==> config.mk <==
export PLATFORM = sky130hd
export DESIGN_NAME = circular_queue_with_search
export DESIGN_NICKNAME = d
export VERILOG_FILES = /design/src/hw/rtl/cqs_pkg.sv /design/src/hw/rtl/cqs_front.sv /design/src/hw/rtl/cqs_back.sv /design/src/hw/rtl/circular_queue_with_search.sv
export VERILOG_INCLUDE_DIRS = /design/src /design/src/hw/rtl
export SDC_FILE = /design/constraint.sdc
export NUM_CORES = 1
export LEC_CHECK = 0
export BUFFER_PORTS_ARGS = -buffer_cell sky130_fd_sc_hd__buf_2
export CAP_MARGIN = 40
export CORE_UTILIZATION = 60
export CTS_BUF_LIST = sky130_fd_sc_hd__clkbuf_2
export DETAILED_ROUTE_END_ITERATION = 10
export HOLD_SLACK_MARGIN = 0.1
export PLACE_DENSITY = 0.77
export SYNTH_ARGS = -nofsm -noshare
export SYNTH_HDL_FRONTEND = slang
export SYNTH_HIERARCHICAL = 1
export SYNTH_SLANG_ARGS = --single-unit
==> constraint.sdc <==
create_clock -name i_clk -period 15.1 [get_ports i_clk]
set_clock_uncertainty 0.15 [all_clocks]
set_input_delay 1.51 -clock i_clk [delete_from_list [all_inputs] [get_ports i_clk]]
set_output_delay 1.51 -clock i_clk [all_outputs]
set_load 0.02 [all_outputs]
==> src/hw/rtl/circular_queue_with_search_defines.svh <==
// Assertion macros used by the back end (cqs_back) of the circular queue.
`ifndef CIRCULAR_QUEUE_WITH_SEARCH_DEFINES_SVH
`define CIRCULAR_QUEUE_WITH_SEARCH_DEFINES_SVH

// Same-cycle implication, checked on every rising clock edge outside reset.
`define CQS_ASSERT_IMP(label, clk, rst_n, ante, cons) \
    label: assert property (@(posedge clk) disable iff (!(rst_n)) (ante) |-> (cons)) \
        else $error("circular queue: same-cycle check failed");

// Next-cycle implication, checked on every rising clock edge outside reset.
`define CQS_ASSERT_NXT(label, clk, rst_n, ante, cons) \
    label: assert property (@(posedge clk) disable iff (!(rst_n)) (ante) |=> (cons)) \
        else $error("circular queue: next-cycle check failed");

`endif

==> src/hw/rtl/cqs_pkg.sv <==
`default_nettype none

package cqs_pkg;

    localparam int DATA_W = 32;
    localparam int CMD_W  = 2;
    localparam int POS_W  = 4;
    localparam int CAP_W  = 5;
    localparam int CAP_RESET = 16;

    // Depth of the command queue between front and back.
    localparam int QDEPTH = 2;

    localparam logic [CMD_W-1:0] CMD_INSERT   = 2'd0;
    localparam logic [CMD_W-1:0] CMD_DELETE   = 2'd1;
    localparam logic [CMD_W-1:0] CMD_TRAVERSE = 2'd2;
    localparam logic [CMD_W-1:0] CMD_SEARCH   = 2'd3;

    typedef enum logic [1:0] {
        OP_INS  = 2'd0,
        OP_DEL  = 2'd1,
        OP_TRAV = 2'd2,
        OP_SRCH = 2'd3
    } t_op;

    typedef enum logic [2:0] {
        ST_DONE     = 3'd0,
        ST_FULL     = 3'd1,
        ST_EMPTY    = 3'd2,
        ST_FOUND    = 3'd3,
        ST_NOTFOUND = 3'd4,
        ST_ELEMENT  = 3'd5
    } t_status;

    typedef struct packed {
        logic [CMD_W-1:0]         command;
        logic signed [DATA_W-1:0] value;
    } t_item;

    typedef struct packed {
        t_status                  status;
        logic signed [DATA_W-1:0] data;
        logic [POS_W-1:0]         position;
        logic                     last;
    } t_result;

    typedef struct packed {
        t_op                      op;
        logic signed [DATA_W-1:0] value;
    } t_cmd;

    // Head of the command queue as seen by the back end.
    typedef struct packed {
        logic avail;
        t_cmd cmd;
    } t_fq;

    function automatic t_result mk_result(input t_status st, input logic [DATA_W-1:0] d,
                                          input logic [POS_W-1:0] pos, input logic lst);
        t_result r;
        r.status   = st;
        r.data     = d;
        r.position = pos;
        r.last     = lst;
        return r;
    endfunction

endpackage

`default_nettype wire

==> src/hw/rtl/cqs_front.sv <==
`default_nettype none

module cqs_front
    import cqs_pkg::*;
(
    input  wire  i_clk,
    input  wire  i_rst_n,
    input  wire  start,
    input  t_item i_item,
    output logic busy,
    output t_fq  o_fq,
    input  wire  i_pop
);

    localparam int QAW = (QDEPTH > 1) ? $clog2(QDEPTH) : 1;
    localparam int QCW = $clog2(QDEPTH + 1);

    t_cmd            r_q [QDEPTH];
    logic [QAW-1:0]  r_wr;
    logic [QAW-1:0]  r_rd;
    logic [QCW-1:0]  r_cnt;
    logic [QCW-1:0]  n_cnt;
    logic            push;
    logic            pop;
    t_cmd            cls;

    function automatic t_op classify(input logic [CMD_W-1:0] c);
        t_op op;
        case (c)
            CMD_INSERT:   op = OP_INS;
            CMD_DELETE:   op = OP_DEL;
            CMD_TRAVERSE: op = OP_TRAV;
            CMD_SEARCH:   op = OP_SRCH;
            default:      op = OP_SRCH;
        endcase
        return op;
    endfunction

    assign busy = (r_cnt == QCW'(QDEPTH));
    assign push = start & ~busy;
    assign pop  = i_pop & (r_cnt != '0);

    assign cls.op    = classify(i_item.command);
    assign cls.value = i_item.value;

    assign o_fq.avail = (r_cnt != '0);
    assign o_fq.cmd   = r_q[r_rd];

    always_comb begin
        case ({push, pop})
            2'b10:   n_cnt = QCW'(r_cnt + 1'b1);
            2'b01:   n_cnt = QCW'(r_cnt - 1'b1);
            default: n_cnt = r_cnt;
        endcase
    end

    always_ff @(posedge i_clk) begin
        if (!i_rst_n) begin
            r_wr  <= '0;
            r_rd  <= '0;
            r_cnt <= '0;
        end else begin
            if (push) begin
                r_wr <= QAW'(r_wr + 1'b1);
            end
            if (pop) begin
                r_rd <= QAW'(r_rd + 1'b1);
            end
            r_cnt <= n_cnt;
        end
    end

    always_ff @(posedge i_clk) begin
        if (push) begin
            r_q[r_wr] <= cls;
        end
    end

endmodule

`default_nettype wire

==> src/hw/rtl/cqs_back.sv <==
`default_nettype none
`include "circular_queue_with_search_defines.svh"

module cqs_back
    import cqs_pkg::*;
#(
    parameter int DEPTH = 16
) (
    input  wire              i_clk,
    input  wire              i_rst_n,
    input  wire              i_cfg_valid,
    input  wire [CAP_W-1:0]  i_cfg_data,
    input  t_fq              i_fq,
    output logic             o_pop,
    output logic             o_res_valid,
    output t_result          o_res
);

    localparam int IW = $clog2(DEPTH);
    localparam int CW = $clog2(DEPTH + 1);

    typedef enum logic [1:0] {
        S_IDLE = 2'b01,
        S_WALK = 2'b10
    } t_state;

    logic [DATA_W-1:0] r_slots [DEPTH];
    logic [DATA_W-1:0] r_rd_data;

    t_state            r_state, n_state;
    logic [IW-1:0]     r_head, n_head;
    logic [IW-1:0]     r_tail, n_tail;
    logic [CW-1:0]     r_occ, n_occ;
    logic [CAP_W-1:0]  r_cap;
    logic [IW-1:0]     r_idx, n_idx;
    logic [CW-1:0]     r_cnt, n_cnt;
    logic [DATA_W-1:0] r_key, n_key;
    t_op               r_mode, n_mode;
    logic              r_res_valid, n_res_valid;
    t_result           r_res, n_res;

    logic [CW-1:0]     cap;
    logic              we;
    logic [IW-1:0]     waddr;
    logic [IW-1:0]     raddr;
    logic [IW-1:0]     ins_slot;
    logic [IW-1:0]     walk_next;
    logic              last_el;

    // Advance one slot, wrapping to slot 0 at the capacity in force.
    function automatic logic [IW-1:0] next_slot(input logic [IW-1:0] idx,
                                                input logic [CW-1:0] c);
        logic [IW:0] n;
        n = (IW+1)'({1'b0, idx} + 1'b1);
        if (n >= (IW+1)'(c)) begin
            return '0;
        end
        return n[IW-1:0];
    endfunction

    always_comb begin
        if (r_cap == '0) begin
            cap = CW'(1);
        end else if (32'(r_cap) > DEPTH) begin
            cap = CW'(DEPTH);
        end else begin
            cap = CW'(r_cap);
        end
    end

    assign ins_slot  = (r_occ == '0) ? '0 : next_slot(r_tail, cap);
    assign walk_next = next_slot(r_idx, cap);
    assign last_el   = (CW'(r_cnt + 1'b1) == r_occ);
    assign raddr     = (r_state == S_WALK) ? walk_next : r_head;

    always_comb begin
        n_state     = r_state;
        n_head      = r_head;
        n_tail      = r_tail;
        n_occ       = r_occ;
        n_idx       = r_idx;
        n_cnt       = r_cnt;
        n_key       = r_key;
        n_mode      = r_mode;
        n_res_valid = 1'b0;
        n_res       = r_res;
        o_pop       = 1'b0;
        we          = 1'b0;
        waddr       = ins_slot;

        case (r_state)
            S_IDLE: begin
                if (i_fq.avail) begin
                    o_pop       = 1'b1;
                    n_res_valid = 1'b1;
                    case (i_fq.cmd.op)
                        OP_INS: begin
                            if (r_occ >= cap) begin
                                n_res = mk_result(ST_FULL, '0, '0, 1'b1);
                            end else begin
                                if (r_occ == '0) begin
                                    n_head = '0;
                                end
                                n_tail = ins_slot;
                                n_occ  = CW'(r_occ + 1'b1);
                                we     = 1'b1;
                                n_res  = mk_result(ST_DONE, '0, POS_W'(ins_slot), 1'b1);
                            end
                        end
                        OP_DEL: begin
                            if (r_occ == '0) begin
                                n_res = mk_result(ST_EMPTY, '0, '0, 1'b1);
                            end else begin
                                n_occ = CW'(r_occ - 1'b1);
                                if (r_occ == CW'(1)) begin
                                    n_head = '0;
                                    n_tail = '0;
                                end else begin
                                    n_head = next_slot(r_head, cap);
                                end
                                n_res = mk_result(ST_DONE, '0, '0, 1'b1);
                            end
                        end
                        default: begin
                            if (r_occ == '0) begin
                                n_res = mk_result(ST_EMPTY, '0, '0, 1'b1);
                            end else begin
                                // The head slot is being read this cycle.
                                n_res_valid = 1'b0;
                                n_idx       = r_head;
                                n_cnt       = '0;
                                n_key       = i_fq.cmd.value;
                                n_mode      = i_fq.cmd.op;
                                n_state     = S_WALK;
                            end
                        end
                    endcase
                end
            end
            S_WALK: begin
                if (r_mode == OP_TRAV) begin
                    n_res_valid = 1'b1;
                    n_res = mk_result(ST_ELEMENT, r_rd_data, POS_W'(r_idx), last_el);
                    if (last_el) begin
                        n_state = S_IDLE;
                    end else begin
                        n_idx = walk_next;
                        n_cnt = CW'(r_cnt + 1'b1);
                    end
                end else if (r_rd_data == r_key) begin
                    n_res_valid = 1'b1;
                    n_res       = mk_result(ST_FOUND, '0, POS_W'(r_idx), 1'b1);
                    n_state     = S_IDLE;
                end else if (last_el) begin
                    n_res_valid = 1'b1;
                    n_res       = mk_result(ST_NOTFOUND, '0, '0, 1'b1);
                    n_state     = S_IDLE;
                end else begin
                    n_idx = walk_next;
                    n_cnt = CW'(r_cnt + 1'b1);
                end
            end
            default: begin
                n_state = S_IDLE;
            end
        endcase
    end

    always_ff @(posedge i_clk) begin
        if (we) begin
            r_slots[waddr] <= i_fq.cmd.value;
        end
        r_rd_data <= r_slots[raddr];
    end

    always_ff @(posedge i_clk) begin
        if (!i_rst_n) begin
            r_state     <= S_IDLE;
            r_head      <= '0;
            r_tail      <= '0;
            r_occ       <= '0;
            r_cap       <= CAP_W'(CAP_RESET);
            r_res_valid <= 1'b0;
        end else begin
            r_state     <= n_state;
            r_head      <= n_head;
            r_tail      <= n_tail;
            r_occ       <= n_occ;
            r_res_valid <= n_res_valid;
            if (i_cfg_valid) begin
                r_cap <= i_cfg_data;
            end
        end
    end

    always_ff @(posedge i_clk) begin
        r_idx  <= n_idx;
        r_cnt  <= n_cnt;
        r_key  <= n_key;
        r_mode <= n_mode;
        r_res  <= n_res;
    end

    assign o_res_valid = r_res_valid;
    assign o_res       = r_res;

    `CQS_ASSERT_IMP(a_occ_bound, i_clk, i_rst_n, 1'b1, 32'(r_occ) <= DEPTH)
    `CQS_ASSERT_IMP(a_walk_nonempty, i_clk, i_rst_n, r_state == S_WALK, r_occ != '0)
    `CQS_ASSERT_NXT(a_trav_emits, i_clk, i_rst_n, r_state == S_WALK && r_mode == OP_TRAV, r_res_valid)
    `CQS_ASSERT_IMP(a_last_idle, i_clk, i_rst_n, r_res_valid && r_res.last, r_state == S_IDLE)

endmodule

`default_nettype wire

==> src/hw/rtl/circular_queue_with_search.sv <==
`default_nettype none
// Ring-buffer queue with a settable capacity and a linear search.
// Commands come in on i_item (command and value) and are taken at a clock
// edge where start is high and busy is low. A two-entry command queue sits
// in front of the execution unit, so busy only rises when both entries wait.
// Results appear on o_result for exactly one cycle, marked by o_result_valid;
// the receiver cannot hold them off and none is ever repeated.
// An insert, a delete or any command on an empty queue gives a single result,
// which the back end registers after taking the command from the command queue.
// Traverse and search read the slot memory one slot per cycle: traverse
// gives one element per cycle from the head on, and a search stops at the
// first match or after the last element. The single read port of the slot
// memory sets that pace.
// The capacity register is written on the cfg channel (always ready); the user
// must do so only while the block is idle, which the block does not enforce.
// Reset empties the queue and sets the capacity to 16; slot data is not cleared.
module circular_queue_with_search
    import cqs_pkg::*;
#(
    parameter int DEPTH = 16
) (
    input  wire              i_clk,
    input  wire              i_rst_n,
    input  wire              start,
    output logic             busy,
    input  t_item            i_item,
    output logic             o_result_valid,
    output t_result          o_result,
    input  wire              i_cfg_valid,
    output logic             o_cfg_ready,
    input  wire [CAP_W-1:0]  i_cfg_data
);

    t_fq  fq;
    logic pop;

    assign o_cfg_ready = 1'b1;

    cqs_front u_front (
        .i_clk   (i_clk),
        .i_rst_n (i_rst_n),
        .start   (start),
        .i_item  (i_item),
        .busy    (busy),
        .o_fq    (fq),
        .i_pop   (pop)
    );

    cqs_back #(
        .DEPTH (DEPTH)
    ) u_back (
        .i_clk       (i_clk),
        .i_rst_n     (i_rst_n),
        .i_cfg_valid (i_cfg_valid),
        .i_cfg_data  (i_cfg_data),
        .i_fq        (fq),
        .o_pop       (pop),
        .o_res_valid (o_result_valid),
        .o_res       (o_result)
    );

endmodule

`default_nettype wire

# [Word level (Yosys, flattened, before mapping)]
# Memories as Yosys holds them, arrays and structs flattened. A register that Yosys moved wholly into a read port is not among the register bits.
# Cells that the tools add are included.
[op_classes] add_sub_neg=10 mul=0 div_mod_pow=0 order_cmp=5 eq_ne=23 n_shift=0 n_mux=81 bitwise_logic=5 reduce_logical=16
[ops] cell="$mux W40" count=5
[ops] cell="$pmux W40 S2" count=2
[ops] cell="$mux W4" count=21
[ops] cell="$mux W5" count=10
[ops] cell="$mux W39" count=1
[ops] cell="$mux W38" count=1
[ops] cell="$eq A32 B32 Y1" count=1
[ops] cell="$mux W1" count=26
[ops] cell="$pmux W4 S2" count=3
[ops] cell="$ge A5 B5 Y1" count=4
[ops] cell="$pmux W5 S2" count=2
[ops] cell="$add A4 B1 Y5 const B" count=3
[ops] cell="$eq A2 B2 Y1 const B" count=6
[ops] cell="$mux W2" count=6
[ops] cell="$reduce_and A6 Y1" count=2
[ops] cell="$add A5 B1 Y5 const B" count=2
[ops] cell="$logic_not A5 Y1" count=2
[ops] cell="$ne A2 B2 Y1 const B" count=5
[ops] cell="$reduce_and A5 Y1" count=2
[ops] cell="$eq A2 B1 Y1 const B" count=4
[ops] cell="$ne A4 B3 Y1 const B" count=2
[ops] cell="$pmux W2 S2" count=2
[ops] cell="$pmux W2 S4" count=1
[ops] cell="$reduce_and A4 Y1" count=2
[ops] cell="other kinds (16)" count=25
[word_totals] reg_bits=108 latchBits=0 ram_bits=580 rom_bits=0 out_inout_bits=43 elab_cells=159 n_memories=2
[mem_list] memory="u_back.r_slots" depth=16 width=32 rd=1 rd_ports_with_merged_regs=1 write_ports=1 line_no="cqs_back.sv:27" text="logic [DATA_W-1:0] r_slots [DEPTH];"
[mem_list] memory="u_front.r_q" depth=2 width=34 rd=1 rd_ports_with_merged_regs=1 write_ports=1 line_no="cqs_front.sv:18" text="t_cmd r_q [QDEPTH];"

# [Logic depth before layout (Yosys ltp)]
# Gate-level depths: netlist of run 1.
[logic_depth] word_depth=14 depth_mapped=15 depth_no_buf=12

# [By module]
# The synthesis of run 1 kept the hierarchy.
[modules_own_cells] module="cqs_back" n_inst=1 cells_each=1663 area_each_um2=25573.3 seq_area_each_um2=18928.2
[modules_own_cells] module="cqs_front" n_inst=1 cells_each=134 area_each_um2=2691.3 seq_area_each_um2=2142.1
[modules_own_cells] module="circular_queue_with_search" n_inst=1 cells_each=2 area_each_um2=11.3 seq_area_each_um2=0.0

# [Worst setup path before layout of run 1]
# Ideal clock, no wire load.
[synth_path] path_kind="register -> register" from="register with a tool-made name" to="memory u_back.r_slots[15][0], enable pin" setup_ps=501 arrival_time_ps=5533 slack_ps=8916 stages_incl_launch_ff=10 n_path_buf=3 cell_sequence="dfxtp_1 buf_2 buf_2 mux2_2 or3_1 a211oi_1 o21a_1 o211ai_1 clkbuf_1 nor4_1"
[synth_rtl] element="to (decl)" line_no="cqs_back.sv:27"

# [Worst setup path after layout of run 1]
[layout_path] from="register u_back.r_cap[1]" to="register u_back.r_rd_data[1] (read register of u_back.r_slots)"
[layout_between] elab_chain_len=7 word_cells_on_any_way=8 classes_between="order compare (2); mux (5); reduce/logical (1)"
[layout_lines] element="from (decl)" line_no="cqs_back.sv:34" text="logic [CAP_W-1:0] r_cap;"
[layout_lines] element="from (signal assigned)" line_no="cqs_back.sv:182" text="r_cap <= CAP_W'(CAP_RESET);"
[layout_lines] element="from (signal assigned)" line_no="cqs_back.sv:191" text="r_cap <= i_cfg_data;"
[layout_lines] element="$gt A5 B5 Y1" line_no="cqs_back.sv:64" text="end else if (32'(r_cap) > DEPTH) begin"
[layout_lines] element="$mux W5" line_no="cqs_back.sv:64"
[layout_lines] element="$mux W5 *" line_no="cqs_back.sv:62" text="if (r_cap == '0) begin"
[layout_lines] element="$ge A5 B5 Y1 *" line_no="cqs_back.sv:55" text="if (n >= (IW+1)'(c)) begin"
[layout_lines] element="$mux W1 *" line_no="cqs_back.sv:55"
[layout_lines] element="$mux W4 *" line_no="cqs_back.sv:58" text="return n[IW-1:0];"
[layout_lines] element="$mux W4 *" line_no="cqs_back.sv:74" text="assign raddr = (r_state == S_WALK) ? walk_next : r_head;"
[layout_lines] element="to (decl)" line_no="cqs_back.sv:28" text="logic [DATA_W-1:0] r_rd_data;"
# Mark *: on every way between the ends. The rest lies on a longest branch, timed or not.
# A chain may end at the register's enable or synchronous reset.

==> out/metrics.yaml, run 1 <==
status: "completed"
detail_route.wl_per_cell_um: 23.5
syn_area_mm2: 0.0283
pwr_density_cell_mw_per_mm2: 148
fraction_of_synthesis_flops_using_an_asynchronous_set_or_reset_pin_pct: 0
worst-endpoint-arrival_ns: 6.41
yosys_register_bits: 721
die_area_mm2: 0.0480
gpl.final_weighted_congestion: 0.866
longest_clk_path_bufs: 3
drv.max_cap_violation_count: 0
avgSynthCellArea_um2: 15.7
placement_rows: 79
synthesis.yosys.warnings: 6
layout_min_cycle_time_ns: 5.33
numCtsBuffers: 168
final_hold_viol_count: 0
fin_nets: 2087
area_delta_synth_final_pct: 11.3
initial_core_util_pct: 60.7
cp_max_fo: 112
critPathBufInv: 4
grtUsageTotal_pct: 27.7
drv_slew: 0
cts_post_setup_buffers_inserted: 0
post_cts_resize_count: 0
cts.root.buffer_cell: "sky130_fd_sc_hd__clkbuf_2"
grt_antenna_before_repair: 1
synth_edf_count: 663
cts_tree: "done"
rsz0062_at_grt: "false"
synthesized_instance_count: 1799
crit_path_cell_trace: "nor3_1, nor2_1, nor2_1, ha_1, nand2b_1, a2111o_1, a31o_2, buf_4, and2_4, inv_8, buf_4, buf_16, mux2i_1, a221oi_1, or4_1"
leakage_power_nw: 10.7
yosysSeqAreaShare_pct: 74.5
global_route_wire_length_before_repair_um: 96900
detailedRoute.firstPassIterationCount: 5
post_detail_place_hpwl_um: 35200
synth_fp_nets: 1870
drtIter0Drc: 1762
hold_path.class: "in -> reg"
area_share_of_the_largest_cell_type_after_synthesis_pct: 70.4
crit_path_top_delay_cell: "sky130_fd_sc_hd__inv_8"
grt_pass1_vias: 16700
tightestPinTransition_ns: 0.903
dieWidth_um: 219
worstSetupStartpointType: "register"
clkLatencyLatePin_ns: 1.37
endpoint_kind: "register"
clock_transition_time_at_the_flip_flop_clock_pins_of_the_worst_setup_and_hold_paths_ns: 0.11
num_vias: 17000
highest_clock_rate_mhz: 188
grt_remaining_overflow: 0
viasPerCell: 6.15
synthTopCellsByArea: "sky130_fd_sc_hd__edfxtp_1 (70%), sky130_fd_sc_hd__dfxtp_1 (4.1%), sky130_fd_sc_hd__mux2i_1 (3.6%)"
timing.max_slew.rel_slack_pct: 39.8
drive_above_1_share_pct: 22.0
layout.cell_area.non_filler_mm2: 0.0315
cts.hold.buffers_added: 30
placement.io_buffers: 84
setup-violations-final: 0
worst-endpoint-required_ns: 16.18
drc: 0
cts_max_level: 4
design.portCount: 86
n_fill_cell: 3152
setup_tns_ns: 0
drt.antenna.violating_nets: 0
part_of_the_cycle_the_worst_path_needs_pct: 35.3
clock_sink_count: 721
synthTopCellsByCount: "sky130_fd_sc_hd__edfxtp_1 (663), sky130_fd_sc_hd__nand2_1 (181), sky130_fd_sc_hd__a21oi_1 (110), sky130_fd_sc_hd__mux2i_1 (102), sky130_fd_sc_hd__a221oi_1 (98)"
detailed_place.area_mm2: 0.0296
postRouteWirelength_um: 64700
synth_top_cell_by_area: "sky130_fd_sc_hd__edfxtp_1"
synth_cell_types: 60
primary_ff_master_synth: "sky130_fd_sc_hd__edfxtp_1"
chipHeight_um: 219
cpPeakStageDelay_ns: 0.66
yosysMostFrequentCell: "sky130_fd_sc_hd__edfxtp_1"
pin_count_of_the_biggest_net_entering_global_routing: 113
worstSetupPathType: "reg -> reg"
core_mm2: 0.0466
ir_drop_uv: 138
cp_top_family: "buffers and inverters"
==> metrics by stage <==
stage                     hold WS (ns)  instances  power [W]  setup WS (ns)  util, %
after CTS                        0.107       2755    0.00468           9.82     67.6
final                            0.234       2758    0.00465           9.77     67.6
after floorplan                  0.307       1799    0.00314           8.92        -
after detailed placement         0.332       2422    0.00343           9.83     63.5
after global placement           0.315       2410    0.00339           9.66     62.9
after global routing             0.158       2757    0.00486           9.51     67.6
==> routing by layer <==
metal | vias up | global-route usage (%) | wire length (um)
li1 | 7596 | - | -
met1 | 8430 | 36.1 | 25600
met2 | 804 | 45.0 | 31800
met3 | 123 | 6.14 | 5600
met4 | 0 | 11.7 | 1690
met5 | - | 0 | 0
==> worst register-to-register path, delay by kind of cell (launching register included) <==
kind,cells,cell delay (ns)
AO/OA/AOI/OAI,3,0.78
adder cells (fa/ha/maj),1,0.29
buffers and inverters,4,1.74
flip-flops,1,0.35
multiplexers,1,0.27
AND/OR/NAND/NOR,6,1.65
==> state kept, by name (all words and copies together), names as in the netlist, 2 cells and up, named ones only <==
register	flops
u_front/r_cnt	2
u_back/r_cap	5
u_front/r_q	68
u_back/r_slots	512
u_back/r_key	32
u_back/r_idx	4
u_back/r_cnt	5
u_back/o_res	40
u_back/r_mode	2
u_back/r_head	4
u_back/r_rd_data	32
u_back/r_state	2
u_back/r_occ	5
u_back/r_tail	4
==> cell families (layout without fill, tap and decap cells) <==
family                   count (synthesis)  in the layout  share of synthesized area, %
flip-flops                             721            721                          74.5
AND/OR/NAND/NOR                        393            393                          6.89
AO/OA/AOI/OAI                          328            328                          8.35
multiplexers                           136            136                          4.96
buffers and inverters                  136            486                          2.28
XOR/XNOR                                55             55                          1.70
adder cells (fa/ha/maj)                 29             29                          1.27
other                                    1              3                        0.0133
==> path summary, 6_finish.rpt <==
kind / startpoint / endpoint / slack [ns] / cells past startpoint
max: u_back/r_cap[1]$_SDFFE_PN0P_ / u_back/r_rd_data[1]$_DFF_P_ / 9.77 / 15
max reg2reg: u_back/r_cap[1]$_SDFFE_PN0P_ / u_back/r_rd_data[1]$_DFF_P_ / 9.77 / 15
min: i_item[26] / u_front/r_q[0][26]$_DFFE_PP_ / 0.23 / 1
min reg2reg: u_front/r_wr$_SDFFE_PN0P_ / u_front/r_wr$_SDFFE_PN0P_ / 0.35 / 2
==> cells in the final DEF (no fill, tap or decap), types with 33 or more instances in the layout <==
cell and n:
sky130_fd_sc_hd__edfxtp_1 663, sky130_fd_sc_hd__dfxtp_1 57, sky130_fd_sc_hd__clkinv_1 35, sky130_fd_sc_hd__xor2_1 42
sky130_fd_sc_hd__mux2i_1 102, sky130_fd_sc_hd__buf_2 84, sky130_fd_sc_hd__and3_1 67, sky130_fd_sc_hd__clkbuf_2 244
sky130_fd_sc_hd__a21oi_1 110, sky130_fd_sc_hd__nand2_1 181, sky130_fd_sc_hd__a221oi_1 97, sky130_fd_sc_hd__or4_1 33
sky130_fd_sc_hd__a311oi_1 33, sky130_fd_sc_hd__a211oi_1 36, sky130_fd_sc_hd__buf_4 34, sky130_fd_sc_hd__mux2_2 34
==> cell type report <==
type	count	area, um2	share of cell area (%)
Clock buffer	244	1220	3.88
Tap cell	607	759	2.41
Sequential cell	721	21100	66.9
Antenna cell	2	5.00	0.0159
Timing Repair Buffer	161	1260	4.01
Multi-Input combinational cell	942	6690	21.3
Clock inverter	59	375	1.19
Inverter	22	90.1	0.286
==> power breakdown <==
group          switching [W]  total, W  internal [W]
Sequential         0.0000670   0.00260       0.00253
Clock               0.000748   0.00126      0.000509
Combinational       0.000556  0.000793      0.000237
Total                0.00137   0.00465       0.00327
Power figures use the tool's default switching activity.
==> run 2, diff against run 1 <==
ABC_AREA = 1   (was unset)
clock period = 5.53 ns   (was 15.1 ns; I/O delays follow)
==> run 2 against run 1 <==
Net effect:
- synthesized cell count is 47% higher
- worst hold slack better by 0.054 ns
- routed wire length is 13% higher
- register-to-register slack worse by 8.5 ns
- combinational power grew to 5.0 times the previous value
- fmax is 25% higher
- critical path type unchanged
==> out/metrics.yaml, run 2 <==
power.switching_w: 0.00518
min_to: "u_front/r_q[0][2]$_DFFE_PP_"
initial_core_util_pct: 60.8
drt.antenna.violating_nets: 0
drive_above_1_share_pct: 15.6
cts_tree: "done"
worst-endpoint-arrival_ns: 5.35
p_int_w: 0.00955
grt_pass1_vias: 20700
timing.max_slew.rel_slack_pct: 34.9
clkLatencyLatePin_ns: 1.43
sw_frac_of_total_pct: 35.2
final_common_cell: "sky130_fd_sc_hd__nand2_1"
synthesis.yosys.warnings: 6
cts_max_level: 4
synth-compound-area-share_pct: 2.17
final.hold.worst_slack_ns: 0.289
gpl.final_weighted_congestion: 0.880
synth-xor-area-share_pct: 0.799
cp_max_fo: 76
yosys.area_share.adder_pct: 1.15
worst-endpoint-required_ns: 6.64
pwr_density_cell_mw_per_mm2: 429
num_vias: 20900
global_route_wire_length_before_repair_um: 111000
post_detail_place_hpwl_um: 41000
ir_drop_uv: 274
final_hold_viol_count: 0
synthTopCellsByCount: "sky130_fd_sc_hd__nand2_1 (726), sky130_fd_sc_hd__edfxtp_1 (663), sky130_fd_sc_hd__nand3_1 (350), sky130_fd_sc_hd__inv_1 (274), sky130_fd_sc_hd__nand3b_1 (117)"
die_area_mm2: 0.0518
drv_slew: 0
final_cells: 3730
leakage_power_nw: 13.7
post_cts_resize_count: 0
placement_rows: 82
pin_count_of_the_biggest_net_entering_global_routing: 115
yosys_register_bits: 721
number_of_flip_flops_in_the_largest_register: 512
drc: 0
layout_min_cycle_time_ns: 4.25
dieWidth_um: 228
hold_critical_path_depth: 3
area_share_of_the_largest_cell_type_after_synthesis_pct: 65.2
longest_clk_path_bufs: 3
most_flop_heavy_register: "u_back/r_slots"
rsz0062_at_grt: "false"
postLayoutCoreUtil_pct: 68.5
fin_nets: 2979
numCtsBuffers: 170
viasPerCell: 5.61
worstSetupStartpointType: "register"
grt_antenna_before_repair: 5
hold_path.class: "in -> reg"
synth_top_cell_by_area: "sky130_fd_sc_hd__edfxtp_1"
n_fill_cell: 3510
combinationalPowerShare_pct: 27.1
synth_fp_nets: 2715
ff2ff_setup_slack_ns: 1.28
share_clk_of_total_power_pct: 24.1
hold_path.startpoint: "i_item[2]"
syn_area_mm2: 0.0305
synth_simple_gate_area_share_pct: 19.3
report.power.total_w: 0.0147
dp_cells: 3313
postRouteWirelength_um: 73000
drtIter0Drc: 2187
fraction_of_synthesis_flops_using_an_asynchronous_set_or_reset_pin_pct: 0
worstSetupPathType: "reg -> reg"
highest_clock_rate_mhz: 235
detailedRoute.firstPassIterationCount: 5
setup-violations-final: 0
synth_cell_types: 46
ff2ff_path_depth: 14
synth.area.mux_share_pct: 1.66
reg2reg_from: "u_back/r_idx[0]$_DFFE_PP_"
grt_remaining_overflow: 0
layout_common_cells: "sky130_fd_sc_hd__nand2_1 (726), sky130_fd_sc_hd__edfxtp_1 (663), sky130_fd_sc_hd__nand3_1 (350)"
rr_endpoint: "u_back/r_rd_data[27]$_DFF_P_"
design.portCount: 86
yosysMostFrequentCell: "sky130_fd_sc_hd__nand2_1"
synthesized_instance_count: 2644
synth_top_family_by_area: "simple AND/OR/NAND/NOR gates"
sequentialPowerShare_pct: 48.8
status: "completed"
endpoint_kind: "register"
primary_ff_master_synth: "sky130_fd_sc_hd__edfxtp_1"
area_delta_synth_final_pct: 12.5
drv.max_cap_violation_count: 0
yosysSeqAreaShare_pct: 69.0
part_of_the_cycle_the_worst_path_needs_pct: 76.8
tightestPinTransition_ns: 0.977
core_mm2: 0.0502
setup_tns_ns: 0
placement.io_buffers: 84
synthTopCellsByArea: "sky130_fd_sc_hd__edfxtp_1 (65%), sky130_fd_sc_hd__nand2_1 (8.9%), sky130_fd_sc_hd__nand3_1 (5.7%)"
cts.root.buffer_cell: "sky130_fd_sc_hd__clkbuf_2"
chipHeight_um: 228
grtUsageTotal_pct: 28.9
detail_route.wl_per_cell_um: 19.6
synth_edf_count: 663
sequential_cell_area_mm2: 0.0211
clock_sink_count: 721
area_of_the_multi_input_gates_mm2: 0.00784
avgSynthCellArea_um2: 11.5
clock_transition_time_at_the_flip_flop_clock_pins_of_the_worst_setup_and_hold_paths_ns: 0.10
run 2: changes by cell type after synthesis, moves of 36 or more:
cell	before	now
sky130_fd_sc_hd__a211oi_1	36	0
sky130_fd_sc_hd__a21oi_1	110	32
sky130_fd_sc_hd__a221oi_1	98	0
sky130_fd_sc_hd__and3_1	68	2
sky130_fd_sc_hd__inv_1	19	274
sky130_fd_sc_hd__mux2i_1	102	1
sky130_fd_sc_hd__nand2_1	181	726
sky130_fd_sc_hd__nand3_1	6	350
sky130_fd_sc_hd__nand3b_1	3	117
sky130_fd_sc_hd__nor2_1	33	98
run 2: how the worst max path moves through the flow:
stage	from	end	slack, ns	depth (start not counted)
detailed placement	u_back/r_cap[1]$_SDFFE_PN0P_	u_back/r_slots[4][15]$_DFFE_PP_	1.42	14
global placement	u_back/r_cap[1]$_SDFFE_PN0P_	u_back/r_slots[4][12]$_DFFE_PP_	1.58	14
floorplan	u_back/r_cnt[0]$_SDFFCE_PN0P_	u_back/o_res[0]$_SDFFCE_PN1P_	0.78	8
global route	u_back/r_idx[0]$_DFFE_PP_	u_back/r_rd_data[27]$_DFF_P_	1.04	14
CTS	u_back/r_idx[0]$_DFFE_PP_	u_back/r_rd_data[31]$_DFF_P_	1.37	14
finish	u_back/r_idx[0]$_DFFE_PP_	u_back/r_rd_data[27]$_DFF_P_	1.28	14
run 2: kinds of logic (layout without fill, tap and decap cells):
family	after synthesis	in the layout
flip-flops	721	721
AO/OA/AOI/OAI	105	105
AND/OR/NAND/NOR	1320	1320
buffers and inverters	407	813
adder cells (fa/ha/maj)	28	28
other	1	9
multiplexers	35	35
XOR/XNOR	27	27
run 2: worst max-delay path, stage by stage, from the launching register on:
cell and delay, ns:
sky130_fd_sc_hd__edfxtp_1 0.50, sky130_fd_sc_hd__ha_1 0.28, sky130_fd_sc_hd__xor2_1 0.20, sky130_fd_sc_hd__ha_1 0.29, sky130_fd_sc_hd__nand2_1 0.08, sky130_fd_sc_hd__inv_1 0.05
sky130_fd_sc_hd__o21ai_1 0.15, sky130_fd_sc_hd__nand3_1 0.23, sky130_fd_sc_hd__o21ai_4 0.22, sky130_fd_sc_hd__buf_4 0.60, sky130_fd_sc_hd__buf_4 0.85, sky130_fd_sc_hd__nand3_1 0.17
sky130_fd_sc_hd__nand3_1 0.12, sky130_fd_sc_hd__nand3_1 0.10, sky130_fd_sc_hd__nand2_1 0.09
run 2: power by group through the flow:
stage | clock network, W | registers (W) | logic (W)
5_1_grt | 0.00387 | 0.00723 | 0.00433
4_1_cts | 0.00360 | 0.00718 | 0.00394
3_3_place_gp | 0 | 0.00728 | 0.00369
2_1_floorplan | 0 | 0.00745 | 0.00248
3_5_place_dp | 0 | 0.00731 | 0.00386
6_report | 0.00355 | 0.00719 | 0.00399
run 2: area by class of cell:
cell class / count / area share [%]
sequential: 721 / 61.3
tap: 672 / 2.45
inverter: 279 / 3.06
multi-input combinational: 1516 / 22.8
antenna: 8 / 0.0583
timing repair buffer: 220 / 5.52
clock buffer: 263 / 3.83
clock inverter: 51 / 0.929
run 2: through the flow:
stage                     setup WS, ns  instance area, um2
final                             1.28               34300
after global routing              1.04               34300
after CTS                         1.37               34300
after detailed placement          1.42               31700
after global placement            1.58               31400
after floorplan                  0.781               30500
run 2: routing by layer:
metal,share of wire [%],vias to the layer above,global-route usage [%]
met5,0.038,-,0
met4,3.2,4,13.0
met3,9.7,205,6.87
met2,48,1189,46.8
met1,39,9888,37.3
li1,-,9657,-
run 2: timing repair:
| item | in CTS | in global routing |
|---|---|---|
| hold buffers | 95 | 0 |
| hold endpoints to repair | 162 | 0 |
| setup buffers | 0 | 0 |
==> run 3, diff against run 2 <==
ABC_AREA = 0   (was 1)
CORE_UTILIZATION = 58   (was 60)
PLACE_DENSITY = 0.78   (was 0.77)
clock period = 3.9 ns   (was 5.53 ns; I/O delays follow)
==> run 3 against run 2 <==
Net effect:
- first-iteration DRC count down 17%
- die area decreased by 4.1%
- design area down 4.0%
- worst setup slack got worse by 1.1 ns
- cell count fell by 22%
==> out/metrics.yaml, run 3 (synthesis gave the netlist of run 1 again) <==
drc: 0
final.hold.worst_slack_ns: 0.257
numCtsBuffers: 173
die_area_mm2: 0.0496
chipHeight_um: 223
post_detail_place_hpwl_um: 37400
area_delta_synth_final_pct: 16.6
hold_path.class: "in -> reg"
cts_max_level: 4
most_flop_heavy_register: "u_back/r_slots"
highest_clock_rate_mhz: 269
hold_critical_path_depth: 3
min_to: "u_front/r_q[0][0]$_DFFE_PP_"
cts_post_setup_buffers_inserted: 0
drv_slew: 0
detail_route.wl_per_cell_um: 22.8
final_common_cell: "sky130_fd_sc_hd__edfxtp_1"
rr_endpoint: "u_back/r_rd_data[21]$_DFF_P_"
num_vias: 17700
initial_core_util_pct: 59.0
cp_num_cells: 13
worstSetupPathType: "reg -> reg"
part_of_the_cycle_the_worst_path_needs_pct: 95.2
timing.max_slew.rel_slack_pct: 38.1
grtUsageTotal_pct: 27.3
core_mm2: 0.0479
layout_min_cycle_time_ns: 3.71
cpPeakStageDelay_ns: 0.56
gpl.final_weighted_congestion: 0.847
worst-endpoint-arrival_ns: 4.72
cts.root.buffer_cell: "sky130_fd_sc_hd__clkbuf_2"
pwr_density_cell_mw_per_mm2: 548
area_of_the_multi_input_gates_mm2: 0.00682
drive_above_1_share_pct: 23.0
grt_antenna_before_repair: 2
placement.io_buffers: 84
cp_top_family: "simple AND/OR/NAND/NOR gates"
cp_max_fo: 43
n_fill_cell: 3102
viasPerCell: 6.07
setup-violations-final: 0
global_route_wire_length_before_repair_um: 100000
sequential_cell_area_mm2: 0.0211
dieWidth_um: 223
placement_rows: 80
longest_clk_path_bufs: 3
rsz0062_at_grt: "false"
pin_count_of_the_biggest_net_entering_global_routing: 129
clock_sink_count: 721
status: "completed"
fin_nets: 2221
clkLatencyLatePin_ns: 1.36
drtIter0Drc: 1808
ir_drop_uv: 431
crit_path_cell_trace: "nor3_2, nor2_1, nor2_2, ha_1, nand2b_1, a2111o_1, a31o_2, and2_4, clkinv_8, buf_16, mux2i_1, a221oi_1, or4_1"
worst-endpoint-required_ns: 4.91
reg2reg_from: "u_back/r_cap[2]$_SDFFE_PN0P_"
tightestPinTransition_ns: 0.922
setup_slack_ns: 0.186
drt.antenna.violating_nets: 0
cts_tree: "done"
critPathBufInv: 2
hold_path.startpoint: "i_item[0]"
clock_transition_time_at_the_flip_flop_clock_pins_of_the_worst_setup_and_hold_paths_ns: 0.10
ff2ff_path_depth: 13
placement.setup.worst_slack_ns: 0.181
final_hold_viol_count: 0
ff2ff_setup_slack_ns: 0.19
worstSetupStartpointType: "register"
layout_common_cells: "sky130_fd_sc_hd__edfxtp_1 (663), sky130_fd_sc_hd__clkbuf_2 (269), sky130_fd_sc_hd__nand2_1 (181)"
endpoint_kind: "register"
number_of_flip_flops_in_the_largest_register: 512
crit_path_top_delay_cell: "sky130_fd_sc_hd__or4_1"
drv.max_cap_violation_count: 0
leakage_power_nw: 11.4
detailedRoute.firstPassIterationCount: 6
postRouteWirelength_um: 66400
grt_remaining_overflow: 0
design.portCount: 86
grt_pass1_vias: 17600
## run 3: repair_timing
| item | in CTS | in global routing |
|---|---|---|
| setup endpoints to repair | 0 | 2 |
| hold buffers | 123 | 0 |
| resized for setup | 0 | 2 |
| hold endpoints to repair | 162 | 0 |
## run 3: where the power goes
group          leakage [nW]  internal (W)  switching, W
clock                  1.21       0.00190       0.00289
combinational          3.66       0.00105       0.00219
sequential             6.50       0.00979      0.000282
total                  11.4        0.0127       0.00536
## run 3: worst max-delay path by stage
| stage | slack [ns] | to | startpoint |
|---|---|---|---|
| 6_report | 0.19 | u_back/r_rd_data[21]$_DFF_P_ | u_back/r_cap[2]$_SDFFE_PN0P_ |
| 2_1_floorplan | -0.21 | u_back/r_slots[11][0]$_DFFE_PP_ | u_back/r_cap[3]$_SDFFE_PN0P_ |
| 3_5_place_dp | 0.18 | u_back/r_rd_data[21]$_DFF_P_ | u_back/r_cap[3]$_SDFFE_PN0P_ |
| 3_3_place_gp | 0.22 | u_back/r_rd_data[22]$_DFF_P_ | u_back/r_cap[3]$_SDFFE_PN0P_ |
| 4_1_cts | 0.16 | u_back/r_rd_data[21]$_DFF_P_ | u_back/r_cap[3]$_SDFFE_PN0P_ |
| 5_1_grt | 0.007 | u_back/r_rd_data[21]$_DFF_P_ | u_back/r_cap[3]$_SDFFE_PN0P_ |
## run 3: area by class of cell
class / instances / share of cell area, %
inverters: 22 / 0.288
repair buffers: 290 / 7.99
clock inverters: 47 / 0.698
diodes: 2 / 0.0152
multi-input cells: 942 / 20.7
clock buffers: 269 / 4.08
flip-flops and latches: 721 / 63.9
well taps: 615 / 2.33
## run 3: worst register-to-register path, stage by stage, from the launching register on
cell and delay, ns:
sky130_fd_sc_hd__dfxtp_1 0.36, sky130_fd_sc_hd__nor3_2 0.15, sky130_fd_sc_hd__nor2_1 0.08, sky130_fd_sc_hd__nor2_2 0.19, sky130_fd_sc_hd__ha_1 0.26, sky130_fd_sc_hd__nand2b_1 0.14, sky130_fd_sc_hd__a2111o_1 0.42, sky130_fd_sc_hd__a31o_2 0.25
sky130_fd_sc_hd__and2_4 0.19, sky130_fd_sc_hd__clkinv_8 0.17, sky130_fd_sc_hd__buf_16 0.29, sky130_fd_sc_hd__mux2i_1 0.28, sky130_fd_sc_hd__a221oi_1 0.10, sky130_fd_sc_hd__or4_1 0.56
## run 3: stage by stage
stage	utilization (%)	setup TNS [ns]	instance area [um2]	cells	power (W)
after floorplan	-	-15.46	28500	1799	0.0122
after global placement	62.7	0	30100	2463	0.0132
after detailed placement	62.9	0	30200	2467	0.0134
after CTS	68.7	0	33000	2906	0.0182
after global routing	68.8	0	33000	2908	0.0189
final	68.8	0	33000	2908	0.0181
## run 3: metal layers
| layer | global-route usage (%) | share of wire [%] | vias up |
|---|---|---|---|
| met5 | 0 | 0 | - |
| met4 | 13.0 | 3.5 | 0 |
| met3 | 6.29 | 8.7 | 163 |
| met2 | 43.3 | 48 | 935 |
| met1 | 35.9 | 40 | 8656 |
| li1 | - | - | 7911 |
